--- config.mk ---
export PLATFORM = sky130hd
export DESIGN_NAME = small_array_list_engine_flat
export DESIGN_NICKNAME = d
export VERILOG_FILES = /design/src/rtl/sale_pkg.sv /design/src/rtl/sale_in_if.sv /design/src/rtl/sale_out_if.sv /design/src/rtl/sale_ram.sv /design/src/rtl/sale_dp.sv /design/src/rtl/sale_ctrl.sv /design/src/rtl/small_array_list_engine.sv /design/src/flat_wrapper.sv
export SDC_FILE = /design/constraint.sdc
export NUM_CORES = 1
export LEC_CHECK = 0
export ABC_AREA = 1
export BUFFER_PORTS_ARGS = -buffer_cell sky130_fd_sc_hd__buf_2
export CAP_MARGIN = 5
export CORE_MARGIN = 8
export CORE_UTILIZATION = 60
export DETAILED_ROUTE_END_ITERATION = 7
export GPL_TIMING_DRIVEN = 0
export PLACE_DENSITY = 0.77
export SYNTH_ARGS = -nofsm -noshare
export SYNTH_HDL_FRONTEND = slang
export SYNTH_HIERARCHICAL = 1
export SYNTH_SLANG_ARGS = --single-unit
--- constraint.sdc ---
create_clock -name clk_i -period 12.1 [get_ports clk_i]
set_input_delay 1.21 -clock clk_i [delete_from_list [all_inputs] [get_ports clk_i]]
set_output_delay 1.21 -clock clk_i [all_outputs]
set_load 0.02 [all_outputs]
--- src/rtl/sale_pkg.sv ---
// shared constants, codes and controller/datapath command types for the list engine
package sale_pkg;

  localparam int unsigned DEPTH  = 16;
  localparam int unsigned AW     = $clog2(DEPTH);
  localparam int unsigned CW     = $clog2(DEPTH + 1);
  localparam int unsigned DW     = 32;
  localparam int unsigned KIND_W = 3;
  localparam int unsigned POS_W  = 5;
  localparam int unsigned STS_W  = 2;
  localparam int unsigned CNT_W  = 5;
  localparam int unsigned IDX_W  = 4;
  localparam int unsigned CMP_W  = ((CW > POS_W) ? CW : POS_W) + 1;

  localparam logic [KIND_W-1:0] KIND_INSERT  = 3'd0;
  localparam logic [KIND_W-1:0] KIND_DELETE  = 3'd1;
  localparam logic [KIND_W-1:0] KIND_DEDUP   = 3'd2;
  localparam logic [KIND_W-1:0] KIND_REVERSE = 3'd3;
  localparam logic [KIND_W-1:0] KIND_DUMP    = 3'd4;

  localparam logic [STS_W-1:0] STATUS_OK        = 2'd0;
  localparam logic [STS_W-1:0] STATUS_BAD       = 2'd1;
  localparam logic [STS_W-1:0] STATUS_NOT_FOUND = 2'd2;

  typedef enum logic [1:0] {
    RA_I,
    RA_I_M1,
    RA_J,
    RA_MIRROR
  } sale_ra_e;

  typedef enum logic [1:0] {
    WA_I,
    WA_W,
    WA_MIRROR,
    WA_POS
  } sale_wa_e;

  typedef enum logic [1:0] {
    WD_RDATA,
    WD_VALUE,
    WD_CUR,
    WD_TMP
  } sale_wd_e;

  typedef enum logic [1:0] {
    I_HOLD,
    I_INC,
    I_DEC
  } sale_iop_e;

  typedef struct packed {
    logic      load;
    logic      re;
    sale_ra_e  ra_sel;
    logic      we;
    sale_wa_e  wa_sel;
    sale_wd_e  wd_sel;
    sale_iop_e i_op;
    logic      w_inc;
    logic      j_clr;
    logic      j_inc;
    logic      cur_ld;
    logic      tmp_ld;
    logic      seen_clr;
    logic      seen_set;
    logic      finish;
    logic      dump_out;
  } sale_cmd_t;

  typedef struct packed {
    logic [KIND_W-1:0] kind;
    logic              bad;
    logic              i_ge_pos;
    logic              i_lt_total;
    logic              i_lt_half;
    logic              j_lt_w;
    logic              total_zero;
    logic              dump_last;
    logic              match_val;
    logic              seen;
    logic              out_free;
  } sale_sts_t;

endpackage

--- src/rtl/sale_in_if.sv ---
// command channel: valid/ready handshake with the command fields
interface sale_in_if import sale_pkg::*; ();
  logic                     valid;
  logic                     ready;
  logic [KIND_W-1:0]        kind;
  logic signed [DW-1:0]     value;
  logic [POS_W-1:0]         position;

  modport source (output valid, output kind, output value, output position, input ready);
  modport sink   (input valid, input kind, input value, input position, output ready);
endinterface

--- src/rtl/sale_out_if.sv ---
// result channel: valid/ready handshake with the result fields
interface sale_out_if import sale_pkg::*; ();
  logic                 valid;
  logic                 ready;
  logic [STS_W-1:0]     status;
  logic [CNT_W-1:0]     entry_count;
  logic [CNT_W-1:0]     removed;
  logic                 has_element;
  logic signed [DW-1:0] element;
  logic [IDX_W-1:0]     element_index;
  logic                 last;

  modport source (output valid, output status, output entry_count, output removed,
                  output has_element, output element, output element_index, output last,
                  input ready);
  modport sink   (input valid, input status, input entry_count, input removed,
                  input has_element, input element, input element_index, input last,
                  output ready);
endinterface

--- src/rtl/sale_ram.sv ---
// generic single-write, single-read ram with registered read data
module sale_ram #(
  parameter int unsigned WIDTH = 32,
  parameter int unsigned DEPTH = 16
) (
  input  logic                     clk_i,
  input  logic                     we_i,
  input  logic [$clog2(DEPTH)-1:0] waddr_i,
  input  logic [WIDTH-1:0]         wdata_i,
  input  logic                     re_i,
  input  logic [$clog2(DEPTH)-1:0] raddr_i,
  output logic [WIDTH-1:0]         rdata_o
);

  logic [WIDTH-1:0] mem_q [DEPTH];
  logic [WIDTH-1:0] rdata_q;

  always_ff @(posedge clk_i) begin
    if (we_i) begin
      mem_q[waddr_i] <= wdata_i;
    end
    if (re_i) begin
      rdata_q <= mem_q[raddr_i];
    end
  end

  assign rdata_o = rdata_q;

endmodule

--- src/rtl/sale_dp.sv ---
// datapath: list store, counters, compare logic and the result register
module sale_dp import sale_pkg::*; (
  input  logic                 clk_i,
  input  logic                 rst_ni,
  input  logic [KIND_W-1:0]    in_kind_i,
  input  logic [DW-1:0]        in_value_i,
  input  logic [POS_W-1:0]     in_position_i,
  input  sale_cmd_t            cmd_i,
  output sale_sts_t            sts_o,
  output logic                 out_valid_o,
  input  logic                 out_ready_i,
  output logic [STS_W-1:0]     out_status_o,
  output logic [CNT_W-1:0]     out_entry_count_o,
  output logic [CNT_W-1:0]     out_removed_o,
  output logic                 out_has_element_o,
  output logic [DW-1:0]        out_element_o,
  output logic [IDX_W-1:0]     out_element_index_o,
  output logic                 out_last_o
);

  logic [KIND_W-1:0] kind_q;
  logic [DW-1:0]     val_q;
  logic [CW-1:0]     pos_q;
  logic              bad_q;
  logic [CW-1:0]     total_q, total_d;
  logic [CW-1:0]     i_q, j_q, w_q;
  logic [DW-1:0]     cur_q, tmp_q;
  logic              seen_q;

  logic              out_valid_q;
  logic [STS_W-1:0]  out_status_q;
  logic [CNT_W-1:0]  out_count_q, out_removed_q;
  logic              out_has_q, out_last_q;
  logic [DW-1:0]     out_elem_q;
  logic [IDX_W-1:0]  out_idx_q;

  logic [AW-1:0]     raddr, waddr;
  logic [DW-1:0]     wdata, rdata;
  logic [CW-1:0]     i_m1, pos_m1, mirror;
  logic              ins_ok, kind_ok, load_bad;
  logic [CW-1:0]     rem;
  logic              out_free;

  sale_ram #(
    .WIDTH (DW),
    .DEPTH (DEPTH)
  ) u_store (
    .clk_i   (clk_i),
    .we_i    (cmd_i.we),
    .waddr_i (waddr),
    .wdata_i (wdata),
    .re_i    (cmd_i.re),
    .raddr_i (raddr),
    .rdata_o (rdata)
  );

  assign i_m1   = i_q - 1'b1;
  assign pos_m1 = pos_q - 1'b1;
  assign mirror = total_q - 1'b1 - i_q;
  assign rem    = total_q - w_q;

  always_comb begin
    case (cmd_i.ra_sel)
      RA_I:      raddr = i_q[AW-1:0];
      RA_I_M1:   raddr = i_m1[AW-1:0];
      RA_J:      raddr = j_q[AW-1:0];
      RA_MIRROR: raddr = mirror[AW-1:0];
      default:   raddr = i_q[AW-1:0];
    endcase
    case (cmd_i.wa_sel)
      WA_I:      waddr = i_q[AW-1:0];
      WA_W:      waddr = w_q[AW-1:0];
      WA_MIRROR: waddr = mirror[AW-1:0];
      WA_POS:    waddr = pos_m1[AW-1:0];
      default:   waddr = i_q[AW-1:0];
    endcase
    case (cmd_i.wd_sel)
      WD_RDATA: wdata = rdata;
      WD_VALUE: wdata = val_q;
      WD_CUR:   wdata = cur_q;
      WD_TMP:   wdata = tmp_q;
      default:  wdata = rdata;
    endcase
  end

  // insert is legal for positions 1 .. count+1 while there is room
  assign ins_ok = (total_q < CW'(DEPTH)) && (in_position_i != '0) &&
                  (CMP_W'(in_position_i) <= CMP_W'(total_q) + CMP_W'(1));
  assign kind_ok  = in_kind_i inside {[KIND_INSERT:KIND_DUMP]};
  assign load_bad = !kind_ok || ((in_kind_i == KIND_INSERT) && !ins_ok);

  always_comb begin
    total_d = total_q;
    if (cmd_i.finish && !bad_q) begin
      case (kind_q)
        KIND_INSERT: total_d = total_q + 1'b1;
        KIND_DELETE,
        KIND_DEDUP:  total_d = w_q;
        default:     total_d = total_q;
      endcase
    end
  end

  assign out_free = !out_valid_q || out_ready_i;

  always_ff @(posedge clk_i or negedge rst_ni) begin
    if (!rst_ni) begin
      total_q     <= '0;
      out_valid_q <= 1'b0;
    end else begin
      total_q <= total_d;
      if (cmd_i.finish || cmd_i.dump_out) begin
        out_valid_q <= 1'b1;
      end else if (out_ready_i) begin
        out_valid_q <= 1'b0;
      end
    end
  end

  always_ff @(posedge clk_i) begin
    if (cmd_i.load) begin
      kind_q <= in_kind_i;
      val_q  <= in_value_i;
      pos_q  <= CW'(in_position_i);
      bad_q  <= load_bad;
      w_q    <= '0;
      i_q    <= (in_kind_i == KIND_INSERT) ? total_q : '0;
    end else begin
      case (cmd_i.i_op)
        I_INC:   i_q <= i_q + 1'b1;
        I_DEC:   i_q <= i_q - 1'b1;
        default: i_q <= i_q;
      endcase
      if (cmd_i.w_inc) begin
        w_q <= w_q + 1'b1;
      end
    end
    if (cmd_i.j_clr) begin
      j_q <= '0;
    end else if (cmd_i.j_inc) begin
      j_q <= j_q + 1'b1;
    end
    if (cmd_i.seen_clr) begin
      seen_q <= 1'b0;
    end else if (cmd_i.seen_set && (rdata == cur_q)) begin
      seen_q <= 1'b1;
    end
    if (cmd_i.cur_ld) begin
      cur_q <= rdata;
    end
    if (cmd_i.tmp_ld) begin
      tmp_q <= rdata;
    end
    if (cmd_i.finish) begin
      out_has_q     <= 1'b0;
      out_elem_q    <= '0;
      out_idx_q     <= '0;
      out_last_q    <= 1'b1;
      out_count_q   <= CNT_W'(total_d);
      out_removed_q <= '0;
      out_status_q  <= STATUS_OK;
      if (bad_q) begin
        out_status_q <= STATUS_BAD;
      end else if (kind_q == KIND_DELETE) begin
        out_removed_q <= CNT_W'(rem);
        out_status_q  <= (rem == '0) ? STATUS_NOT_FOUND : STATUS_OK;
      end else if (kind_q == KIND_DEDUP) begin
        out_removed_q <= CNT_W'(rem);
      end
    end else if (cmd_i.dump_out) begin
      out_has_q     <= 1'b1;
      out_elem_q    <= rdata;
      out_idx_q     <= IDX_W'(i_q);
      out_last_q    <= (i_q + 1'b1 == total_q);
      out_count_q   <= CNT_W'(total_q);
      out_removed_q <= '0;
      out_status_q  <= STATUS_OK;
    end
  end

  always_comb begin
    sts_o.kind       = kind_q;
    sts_o.bad        = bad_q;
    sts_o.i_ge_pos   = (i_q >= pos_q);
    sts_o.i_lt_total = (i_q < total_q);
    sts_o.i_lt_half  = (i_q < (total_q >> 1));
    sts_o.j_lt_w     = (j_q < w_q);
    sts_o.total_zero = (total_q == '0);
    sts_o.dump_last  = (i_q + 1'b1 == total_q);
    sts_o.match_val  = (rdata == val_q);
    sts_o.seen       = seen_q;
    sts_o.out_free   = out_free;
  end

  assign out_valid_o         = out_valid_q;
  assign out_status_o        = out_status_q;
  assign out_entry_count_o   = out_count_q;
  assign out_removed_o       = out_removed_q;
  assign out_has_element_o   = out_has_q;
  assign out_element_o       = out_elem_q;
  assign out_element_index_o = out_idx_q;
  assign out_last_o          = out_last_q;

endmodule

--- src/rtl/sale_ctrl.sv ---
// controller state machine: sequences reads, writes and results for each command
module sale_ctrl import sale_pkg::*; (
  input  logic      clk_i,
  input  logic      rst_ni,
  input  logic      in_valid_i,
  output logic      in_ready_o,
  input  sale_sts_t sts_i,
  output sale_cmd_t cmd_o
);

  localparam logic [4:0] S_IDLE   = 5'd0;
  localparam logic [4:0] S_DISP   = 5'd1;
  localparam logic [4:0] S_EMIT   = 5'd2;
  localparam logic [4:0] S_INS_RD = 5'd3;
  localparam logic [4:0] S_INS_WR = 5'd4;
  localparam logic [4:0] S_INS_PUT = 5'd5;
  localparam logic [4:0] S_DEL_RD = 5'd6;
  localparam logic [4:0] S_DEL_WR = 5'd7;
  localparam logic [4:0] S_DD_RD  = 5'd8;
  localparam logic [4:0] S_DD_CUR = 5'd9;
  localparam logic [4:0] S_DD_SCAN = 5'd10;
  localparam logic [4:0] S_DD_CMP = 5'd11;
  localparam logic [4:0] S_DD_PUT = 5'd12;
  localparam logic [4:0] S_RV_RD  = 5'd13;
  localparam logic [4:0] S_RV_RD2 = 5'd14;
  localparam logic [4:0] S_RV_W1  = 5'd15;
  localparam logic [4:0] S_RV_W2  = 5'd16;
  localparam logic [4:0] S_DP_RD  = 5'd17;
  localparam logic [4:0] S_DP_OUT = 5'd18;

  logic [4:0] state_q, state_d;

  always_ff @(posedge clk_i or negedge rst_ni) begin
    if (!rst_ni) begin
      state_q <= S_IDLE;
    end else begin
      state_q <= state_d;
    end
  end

  always_comb begin
    state_d    = state_q;
    in_ready_o = 1'b0;
    cmd_o      = '0;
    cmd_o.ra_sel = RA_I;
    cmd_o.wa_sel = WA_I;
    cmd_o.wd_sel = WD_RDATA;
    cmd_o.i_op   = I_HOLD;
    case (state_q)
      S_IDLE: begin
        in_ready_o = 1'b1;
        if (in_valid_i) begin
          cmd_o.load = 1'b1;
          state_d    = S_DISP;
        end
      end
      S_DISP: begin
        if (sts_i.bad) begin
          state_d = S_EMIT;
        end else begin
          case (sts_i.kind)
            KIND_INSERT:  state_d = S_INS_RD;
            KIND_DELETE:  state_d = S_DEL_RD;
            KIND_DEDUP:   state_d = S_DD_RD;
            KIND_REVERSE: state_d = S_RV_RD;
            KIND_DUMP:    state_d = sts_i.total_zero ? S_EMIT : S_DP_RD;
            default:      state_d = S_EMIT;
          endcase
        end
      end
      S_EMIT: begin
        if (sts_i.out_free) begin
          cmd_o.finish = 1'b1;
          state_d      = S_IDLE;
        end
      end
      // insert: move entries up from the top down to the insert slot
      S_INS_RD: begin
        if (sts_i.i_ge_pos) begin
          cmd_o.re     = 1'b1;
          cmd_o.ra_sel = RA_I_M1;
          state_d      = S_INS_WR;
        end else begin
          state_d = S_INS_PUT;
        end
      end
      S_INS_WR: begin
        cmd_o.we   = 1'b1;
        cmd_o.i_op = I_DEC;
        state_d    = S_INS_RD;
      end
      S_INS_PUT: begin
        cmd_o.we     = 1'b1;
        cmd_o.wa_sel = WA_POS;
        cmd_o.wd_sel = WD_VALUE;
        state_d      = S_EMIT;
      end
      // delete: compact the list, dropping matches
      S_DEL_RD: begin
        if (sts_i.i_lt_total) begin
          cmd_o.re = 1'b1;
          state_d  = S_DEL_WR;
        end else begin
          state_d = S_EMIT;
        end
      end
      S_DEL_WR: begin
        if (!sts_i.match_val) begin
          cmd_o.we     = 1'b1;
          cmd_o.wa_sel = WA_W;
          cmd_o.w_inc  = 1'b1;
        end
        cmd_o.i_op = I_INC;
        state_d    = S_DEL_RD;
      end
      // dedup: scan the kept prefix for each entry
      S_DD_RD: begin
        if (sts_i.i_lt_total) begin
          cmd_o.re       = 1'b1;
          cmd_o.j_clr    = 1'b1;
          cmd_o.seen_clr = 1'b1;
          state_d        = S_DD_CUR;
        end else begin
          state_d = S_EMIT;
        end
      end
      S_DD_CUR: begin
        cmd_o.cur_ld = 1'b1;
        state_d      = S_DD_SCAN;
      end
      S_DD_SCAN: begin
        if (sts_i.j_lt_w && !sts_i.seen) begin
          cmd_o.re     = 1'b1;
          cmd_o.ra_sel = RA_J;
          cmd_o.j_inc  = 1'b1;
          state_d      = S_DD_CMP;
        end else begin
          state_d = S_DD_PUT;
        end
      end
      S_DD_CMP: begin
        cmd_o.seen_set = 1'b1;
        state_d        = S_DD_SCAN;
      end
      S_DD_PUT: begin
        if (!sts_i.seen) begin
          cmd_o.we     = 1'b1;
          cmd_o.wa_sel = WA_W;
          cmd_o.wd_sel = WD_CUR;
          cmd_o.w_inc  = 1'b1;
        end
        cmd_o.i_op = I_INC;
        state_d    = S_DD_RD;
      end
      // reverse: swap pairs over the first half
      S_RV_RD: begin
        if (sts_i.i_lt_half) begin
          cmd_o.re = 1'b1;
          state_d  = S_RV_RD2;
        end else begin
          state_d = S_EMIT;
        end
      end
      S_RV_RD2: begin
        cmd_o.tmp_ld = 1'b1;
        cmd_o.re     = 1'b1;
        cmd_o.ra_sel = RA_MIRROR;
        state_d      = S_RV_W1;
      end
      S_RV_W1: begin
        cmd_o.we = 1'b1;
        state_d  = S_RV_W2;
      end
      S_RV_W2: begin
        cmd_o.we     = 1'b1;
        cmd_o.wa_sel = WA_MIRROR;
        cmd_o.wd_sel = WD_TMP;
        cmd_o.i_op   = I_INC;
        state_d      = S_RV_RD;
      end
      S_DP_RD: begin
        cmd_o.re = 1'b1;
        state_d  = S_DP_OUT;
      end
      S_DP_OUT: begin
        if (sts_i.out_free) begin
          cmd_o.dump_out = 1'b1;
          cmd_o.i_op     = I_INC;
          state_d        = sts_i.dump_last ? S_IDLE : S_DP_RD;
        end
      end
      default: begin
        state_d = S_IDLE;
      end
    endcase
  end

endmodule

--- src/rtl/small_array_list_engine.sv ---
// list engine: one command at a time; after dispatch, insert moves entries above the slot up
// and writes the value, delete reads each entry and keeps those that do not match, reverse
// reads and writes both ends of each swap, dedup compares each entry with the kept prefix,
// then emit; dump reads and sends each entry in turn; all steps share one ram port
// throughput: the next command is taken once the last result is queued; a held result stalls
// reset: asynchronous active low, empties the list; store contents are not cleared
module small_array_list_engine import sale_pkg::*; (
  input  logic          clk_i,
  input  logic          rst_ni,
  sale_in_if.sink       in_i,
  sale_out_if.source    out_o
);

  sale_cmd_t cmd;
  sale_sts_t sts;

  sale_ctrl u_ctrl (
    .clk_i      (clk_i),
    .rst_ni     (rst_ni),
    .in_valid_i (in_i.valid),
    .in_ready_o (in_i.ready),
    .sts_i      (sts),
    .cmd_o      (cmd)
  );

  sale_dp u_dp (
    .clk_i               (clk_i),
    .rst_ni              (rst_ni),
    .in_kind_i           (in_i.kind),
    .in_value_i          (in_i.value),
    .in_position_i       (in_i.position),
    .cmd_i               (cmd),
    .sts_o               (sts),
    .out_valid_o         (out_o.valid),
    .out_ready_i         (out_o.ready),
    .out_status_o        (out_o.status),
    .out_entry_count_o   (out_o.entry_count),
    .out_removed_o       (out_o.removed),
    .out_has_element_o   (out_o.has_element),
    .out_element_o       (out_o.element),
    .out_element_index_o (out_o.element_index),
    .out_last_o          (out_o.last)
  );

endmodule

--- src/flat_wrapper.sv ---
// flat-port wrapper written by rule: the top's interface ports become plain ports
module small_array_list_engine_flat import sale_pkg::*;
  (clk_i, rst_ni, in_i_valid, in_i_kind, in_i_value, in_i_position, in_i_ready, out_o_valid, out_o_status, out_o_entry_count, out_o_removed, out_o_has_element, out_o_element, out_o_element_index, out_o_last, out_o_ready);
  sale_in_if in_i_i ();
  sale_out_if out_o_i ();
  input  logic clk_i;
  input  logic rst_ni;
  input wire logic [$bits(in_i_i.valid)-1:0] in_i_valid;
  input wire logic [$bits(in_i_i.kind)-1:0] in_i_kind;
  input wire logic [$bits(in_i_i.value)-1:0] in_i_value;
  input wire logic [$bits(in_i_i.position)-1:0] in_i_position;
  output wire logic [$bits(in_i_i.ready)-1:0] in_i_ready;
  output wire logic [$bits(out_o_i.valid)-1:0] out_o_valid;
  output wire logic [$bits(out_o_i.status)-1:0] out_o_status;
  output wire logic [$bits(out_o_i.entry_count)-1:0] out_o_entry_count;
  output wire logic [$bits(out_o_i.removed)-1:0] out_o_removed;
  output wire logic [$bits(out_o_i.has_element)-1:0] out_o_has_element;
  output wire logic [$bits(out_o_i.element)-1:0] out_o_element;
  output wire logic [$bits(out_o_i.element_index)-1:0] out_o_element_index;
  output wire logic [$bits(out_o_i.last)-1:0] out_o_last;
  input wire logic [$bits(out_o_i.ready)-1:0] out_o_ready;
  assign in_i_i.valid = in_i_valid;
  assign in_i_i.kind = in_i_kind;
  assign in_i_i.value = in_i_value;
  assign in_i_i.position = in_i_position;
  assign in_i_ready = in_i_i.ready;
  assign out_o_valid = out_o_i.valid;
  assign out_o_status = out_o_i.status;
  assign out_o_entry_count = out_o_i.entry_count;
  assign out_o_removed = out_o_i.removed;
  assign out_o_has_element = out_o_i.has_element;
  assign out_o_element = out_o_i.element;
  assign out_o_element_index = out_o_i.element_index;
  assign out_o_last = out_o_i.last;
  assign out_o_i.ready = out_o_ready;
  small_array_list_engine u_core (.clk_i(clk_i), .rst_ni(rst_ni), .in_i(in_i_i), .out_o(out_o_i));
endmodule
### After elaboration in Yosys (flattened, before gate mapping)

Memory sizes are Yosys's and may differ from the RTL's. A register that Yosys moved wholly into a read port is not among the register bits.
Index checks and enable logic that the tools add are counted.

| operators by class | value |
|---|---|
| add/sub/neg operators | 10 |
| $lt $le $gt $ge | 8 |
| eq/ne operators | 39 |
| mux-type cells | 65 |
| reductions and logical operators | 34 |

Operators with widths:

| kind | number |
|---|---|
| $pmux W32 S4 | 1 |
| $pmux W5 S18 | 1 |
| $mux W5 | 17 |
| $eq A32 B32 Y1 | 2 |
| $eq A5 B4 Y1 const B | 8 |
| $pmux W4 S4 | 2 |
| $pmux W5 S5 | 1 |
| $mux W1 | 22 |
| $add A5 B1 Y5 const B | 4 |
| $eq A5 B3 Y1 const B | 4 |
| $pmux W5 S2 | 2 |
| $pmux W2 S3 | 3 |
| $eq A5 B5 Y1 const B | 3 |
| $logic_not A5 Y1 | 3 |
| $mux W3 | 5 |
| $eq A2 B2 Y1 const B | 7 |
| $eq A5 B2 Y1 const B | 2 |
| $lt A5 B5 Y1 | 2 |
| $mux W2 | 5 |
| $eq A2 B1 Y1 const B | 4 |
| $mux W4 | 2 |
| $pmux W2 S4 | 1 |
| $reduce_or A2 Y1 | 4 |
| $sub A4 B1 Y4 const B | 2 |
| 30 further kinds | 49 |

| word-level totals | value |
|---|---|
| bits in registers | 182 |
| bits in writable memories | 512 |
| output and inout bits | 52 |
| logic and storage cells | 177 |
| memories | 1 |

Memory list:

| name | words | width | rd ports | clocked after memory_dff | write ports | RTL line | text |
|---|---|---|---|---|---|---|---|
| u_core.u_dp.u_store.mem_q | 16 | 32 | 1 | 1 | 1 | sale_ram.sv:15 | `logic [WIDTH-1:0] mem_q [DEPTH];` |

### Depth between registers and ports, before layout

| logic depth | value |
|---|---|
| depth after elaboration | 7 |
| depth in mapped cells | 24 |
| depth with buffers taken out | 21 |

### Hierarchy

Netlist, hierarchy kept.

Modules (own cells, without submodules):

| module | instances | cells each | area each (um^2) |
|---|---|---|---|
| sale_ram | 1 | 2120 | 23064.6 |
| sale_dp | 1 | 922 | 8775.9 |
| sale_ctrl | 1 | 136 | 744.5 |

### Worst setup path before layout

Ideal clock, no wire load.

| timing | value |
|---|---|
| path kind | input port to flip-flop |
| from | in in_i_valid |
| to | reg u_core.u_dp.i_q[0], enable pin |
| setup time | 349 ps |
| data arrival time | 5282 ps |
| required time | 11751 ps |
| setup slack | 6469 ps |
| stages | 5 |
| cell sequence | inv_1 > nor3_1 > inv_1 > nand2_1 > o21bai_1 |

RTL lines:

| element | RTL line | text |
|---|---|---|
| start: declaration | flat_wrapper.sv:8 | `input wire logic [$bits(in_i_i.valid)-1:0] in_i_valid;` |
| end signal: assignment | sale_dp.sv:127 | `i_q <= (in_kind_i == KIND_INSERT) ? total_q : '0;` |
| end signal: assignment | sale_dp.sv:130 | `I_INC: i_q <= i_q + 1'b1;` |
| end signal: assignment | sale_dp.sv:131 | `I_DEC: i_q <= i_q - 1'b1;` |
| end: declaration | sale_dp.sv:26 | `logic [CW-1:0] i_q, j_q, w_q;` |

==> flow_results.xml <==
<?xml version="1.0" encoding="UTF-8"?>
<metrics>
  <group name="critical_path">
    <metric name="timing.critical_path.cells" unit="">xnor2_1 &gt; nand4_1 &gt; nor2_1 &gt; nand2_1 &gt; nor2_1 &gt; inv_1 &gt; nand2_1 &gt; nand2_1 &gt; inv_1 &gt; nand2_1 &gt; nor2_1 &gt; a21oi_1 &gt; a32oi_1 &gt; nand3_1 &gt; nor2_4 &gt; buf_16</metric>
    <metric name="timing.critical_path.required" unit="ns">12.43</metric>
    <metric name="worst_setup_path_end_kind" unit="">register</metric>
    <metric name="timing.critical_path.arrival" unit="ns">5.08</metric>
    <metric name="maximum_single_stage_delay_on_the_critical_path" unit="ns">0.74</metric>
    <metric name="critPathKind" unit="">register to register</metric>
    <metric name="critical_path.max_fanout" unit="">17</metric>
    <metric name="startpoint_type" unit="">register</metric>
    <metric name="crit_path_frequent_cell" unit="">nand2_1</metric>
    <metric name="slowest_stage" unit="">nor2_4</metric>
  </group>
  <group name="placement">
    <metric name="detailed_place_hpwl" unit="mm">65.23</metric>
    <metric name="dp_cells" unit="">4001</metric>
    <metric name="io_buffers" unit="">95</metric>
    <metric name="place.gp.congestion" unit="">0.8995</metric>
  </group>
  <group name="cells_and_area">
    <metric name="finish.utilization" unit="">0.6929</metric>
    <metric name="antenna-diode-count" unit="">0</metric>
    <metric name="drive_above_1_share" unit="">0.1151</metric>
    <metric name="layout.cells.most_common" unit="">nand2_1</metric>
    <metric name="final_net_count" unit="">3471</metric>
    <metric name="post_layout_nonfiller_instances" unit="">4145</metric>
    <metric name="most-common-layout-cells" unit="">nand2_1 (974), edfxtp_1 (666), inv_1 (526), nand3_1 (427), buf_2 (147)</metric>
    <metric name="syn_to_final_growth" unit="%">14.44</metric>
  </group>
  <group name="sta">
    <metric name="drv_slew" unit="">0</metric>
    <metric name="report.final.setup_viol" unit="">0</metric>
    <metric name="layout_worst_path_cycle_share" unit="">0.3928</metric>
    <metric name="finClkSkew" unit="ns">0.02169</metric>
    <metric name="worst_hold_slack" unit="ns">0.4540</metric>
    <metric name="hold_viol_final" unit="">0</metric>
    <metric name="tightestPinTransition" unit="ns">1.346</metric>
    <metric name="maxClockFrequency" unit="MHz">210.4</metric>
    <metric name="rsz0062_at_grt" unit="">false</metric>
    <metric name="max-slew-margin-rel" unit="">0.1026</metric>
    <metric name="setup_tns" unit="ns">0</metric>
    <metric name="final_period_minus_worst_setup_slack" unit="ns">4.753</metric>
  </group>
  <group name="cts">
    <metric name="path_clk_slew" unit="ns">0.06</metric>
    <metric name="ctsResizeCount" unit="">0</metric>
    <metric name="numClockSinks" unit="">726</metric>
    <metric name="cts_hold_bufs" unit="">0</metric>
    <metric name="worstSkewPairLatency" unit="ns">0.62</metric>
    <metric name="cts_setup_buffers" unit="">0</metric>
    <metric name="cts_tree" unit="">yes</metric>
    <metric name="clockRootBuffer" unit="">clkbuf_16</metric>
    <metric name="number_of_buffers_between_clock_root_and_the_deepest_sink" unit="">3</metric>
    <metric name="cts-buffers-inserted" unit="">75</metric>
    <metric name="htree_num_levels" unit="">3</metric>
  </group>
  <group name="synth">
    <metric name="synth_sequential_area_ratio" unit="">0.6523</metric>
    <metric name="synth_edf_count" unit="">666</metric>
    <metric name="syn-instance-count" unit="">3178</metric>
    <metric name="synth.ff_latch_count" unit="">726</metric>
    <metric name="synth_cell_types" unit="">53</metric>
    <metric name="ys_async_sr_fraction" unit="">0.01515</metric>
    <metric name="syn_area" unit="um2">32590</metric>
    <metric name="average_instance_area_after_synthesis" unit="um2">10.25</metric>
    <metric name="synth_flop_cell" unit="">edfxtp_1</metric>
    <metric name="synth.yosys.warnings" unit="">6</metric>
    <metric name="synth.net_count" unit="">3259</metric>
  </group>
  <group name="global_route">
    <metric name="antenna_found_initial" unit="">0</metric>
    <metric name="grt_pass1_vias" unit="">23975</metric>
    <metric name="wire_length_of_the_first_global_routing_pass" unit="mm">140.5</metric>
    <metric name="global_router_s_overall_resource_usage" unit="">0.2977</metric>
    <metric name="grt_overflow_total" unit="">0</metric>
    <metric name="pin_count_of_the_biggest_net_entering_global_routing" unit="">33</metric>
  </group>
  <group name="drt">
    <metric name="detail_route.first_pass.iterations" unit="">8</metric>
    <metric name="route.detailed.wl_per_inst" unit="um">22.82</metric>
    <metric name="first_iter_violations" unit="">3273</metric>
    <metric name="ant_nets" unit="">0</metric>
    <metric name="via_count" unit="">24532</metric>
    <metric name="wl" unit="mm">94.58</metric>
    <metric name="remaining_drc_errors" unit="">2</metric>
    <metric name="drt-vias-per-instance" unit="">5.918</metric>
  </group>
  <group name="floorplan">
    <metric name="initial_utilization" unit="">0.6055</metric>
    <metric name="die_width" unit="um">249.0</metric>
    <metric name="die-area" unit="um2">62020</metric>
    <metric name="core_area" unit="um2">53810</metric>
    <metric name="io_pins" unit="">96</metric>
    <metric name="die_h" unit="um">249.0</metric>
    <metric name="placementRows" unit="">85</metric>
  </group>
  <group name="power">
    <metric name="cellPowerDensity" unit="nW/um2">257.3</metric>
    <metric name="power.leakage" unit="nW">15.85</metric>
    <metric name="peakVddDrop" unit="uV">182.3</metric>
  </group>
  <group name="status">
    <metric name="run_status" unit="">finished with violations</metric>
    <metric name="violations_in_the_final_reports" unit="">DRC</metric>
  </group>
  <group name="run">
    <metric name="max-cap-violations" unit="">0</metric>
  </group>
  <group name="min_path">
    <metric name="min-delay-path-class" unit="">register to register</metric>
  </group>
</metrics>
==> stage by stage <==
stage / setup slack, ns / cell area (um2) / total power, W
6_report: 7.347 / 37290 / 0.009594
5_1_grt: 7.222 / 37290 / 0.009923
3_3_place_gp: 4.174 / 33930 / 0.006832
4_1_cts: 7.544 / 37160 / 0.009423
2_1_floorplan: 6.469 / 32590 / 0.005554
3_5_place_dp: 7.543 / 34600 / 0.007012
==> cell usage after synthesis, types with 3 or more instances <==
cell | n | share of area
o2111ai_1 | 32 | 0.0086
edfxtp_1 | 666 | 0.61
nand3b_1 | 4 | 0.00092
xor2_1 | 16 | 0.0043
o221ai_1 | 3 | 0.00081
nor2_4 | 4 | 0.0014
o21bai_1 | 3 | 0.00069
ha_1 | 35 | 0.013
inv_2 | 9 | 0.0010
nand4_1 | 23 | 0.0044
buf_1 | 14 | 0.0016
nand3_1 | 427 | 0.066
o21ai_0 | 48 | 0.0074
nor2_1 | 87 | 0.010
dfxtp_1 | 49 | 0.030
inv_1 | 526 | 0.061
a22oi_1 | 7 | 0.0016
o211ai_1 | 8 | 0.0018
nor3_1 | 14 | 0.0022
a221oi_1 | 6 | 0.0016
buf_2 | 52 | 0.0080
a21oi_1 | 24 | 0.0037
buf_6 | 31 | 0.011
buf_4 | 13 | 0.0030
nor2_2 | 4 | 0.00077
xnor2_1 | 36 | 0.0097
clkbuf_1 | 19 | 0.0022
nand2_1 | 974 | 0.11
dfrtp_1 | 11 | 0.0084
o22ai_1 | 5 | 0.00096
==> registers in the layout (all words and copies together), names as in the netlist, 2 cells and up <==
name                             cells
u_core/u_dp/u_store/mem_q          512
u_core/u_dp/cur_q                   32
u_core/u_dp/out_element_o           32
u_core/u_dp/tmp_q                   32
u_core/u_dp/u_store/rdata_o         32
u_core/u_dp/val_q                   32
u_core/u_ctrl/state_q                5
u_core/u_dp/i_q                      5
u_core/u_dp/j_q                      5
u_core/u_dp/out_entry_count_o        5
u_core/u_dp/out_removed_o            5
u_core/u_dp/pos_q                    5
u_core/u_dp/total_q                  5
u_core/u_dp/w_q                      5
u_core/u_dp/out_element_index_o      4
u_core/u_dp/kind_q                   3
u_core/u_dp/out_status_o             2
==> where the power goes <==
part | leakage (nW) | switching [W] | internal [W]
clock | 1.24 | 0.000954 | 0.00145
sequential | 6.56 | 0.000153 | 0.00324
combinational | 8.06 | 0.00277 | 0.00102
total | 15.9 | 0.00388 | 0.00571
==> layer usage <==
metal	vias up	routed length [um]	global-route usage
met1	11497	34530	0.3863
met4	0	4690	0.1390
met5	-	0	0
met3	374	12340	0.07521
met2	1782	43010	0.4703
li1	10879	-	-
==> worst max-delay path: cells and delay by family (launching register included) <==
kind	cells	cell delay, ns
xor gates and xnor gates	1	0.28
AOI/OAI and AO/OA	2	0.51
buffers and inverters	3	0.45
DFF	1	0.50
and+or+nand+nor	10	2.68
==> final cells by class <==
class / count / area [um2]
Buffer: 132 / 870.8
Timing Repair Buffer: 135 / 1057
Sequential cell: 726 / 21260
Clock buffer: 99 / 2039
Clock inverter: 37 / 523.0
Inverter: 536 / 2017
Multi-Input combinational cell: 1784 / 8656
Tap cell: 696 / 870.8
Fill cell: 3709 / 16520
==> final timing paths <==
kind,cells after the start,to,startpoint,slack (ns)
hold reg to reg,2,u_core/u_dp/out_element_o[28],u_core/u_dp/out_element_o[28],0.45
setup / recovery,16,u_core/u_dp/u_store/mem_q[15][18],u_core/u_dp/u_store/rdata_o[24],7.35
setup reg to reg,16,u_core/u_dp/u_store/mem_q[15][18],u_core/u_dp/u_store/rdata_o[24],7.35
min in group asynchronous,1,u_core/u_dp/total_q[2],rst_ni,0.47
hold / removal,2,u_core/u_dp/out_element_o[28],u_core/u_dp/out_element_o[28],0.45
max in group asynchronous,1,u_core/u_ctrl/state_q[4],rst_ni,11.39
==> cell families after synthesis <==
logic type	after synthesis	synth area share
AO/OA/AOI/OAI	149	0.03022
buffers and inverters	668	0.08862
flip-flops	726	0.6523
adder cells (fa/ha/maj)	37	0.01467
AND/OR/NAND/NOR	1545	0.1999
XOR/XNOR	52	0.01398
multiplexers	1	0.0003072
(Power assumes the default switching activity.)
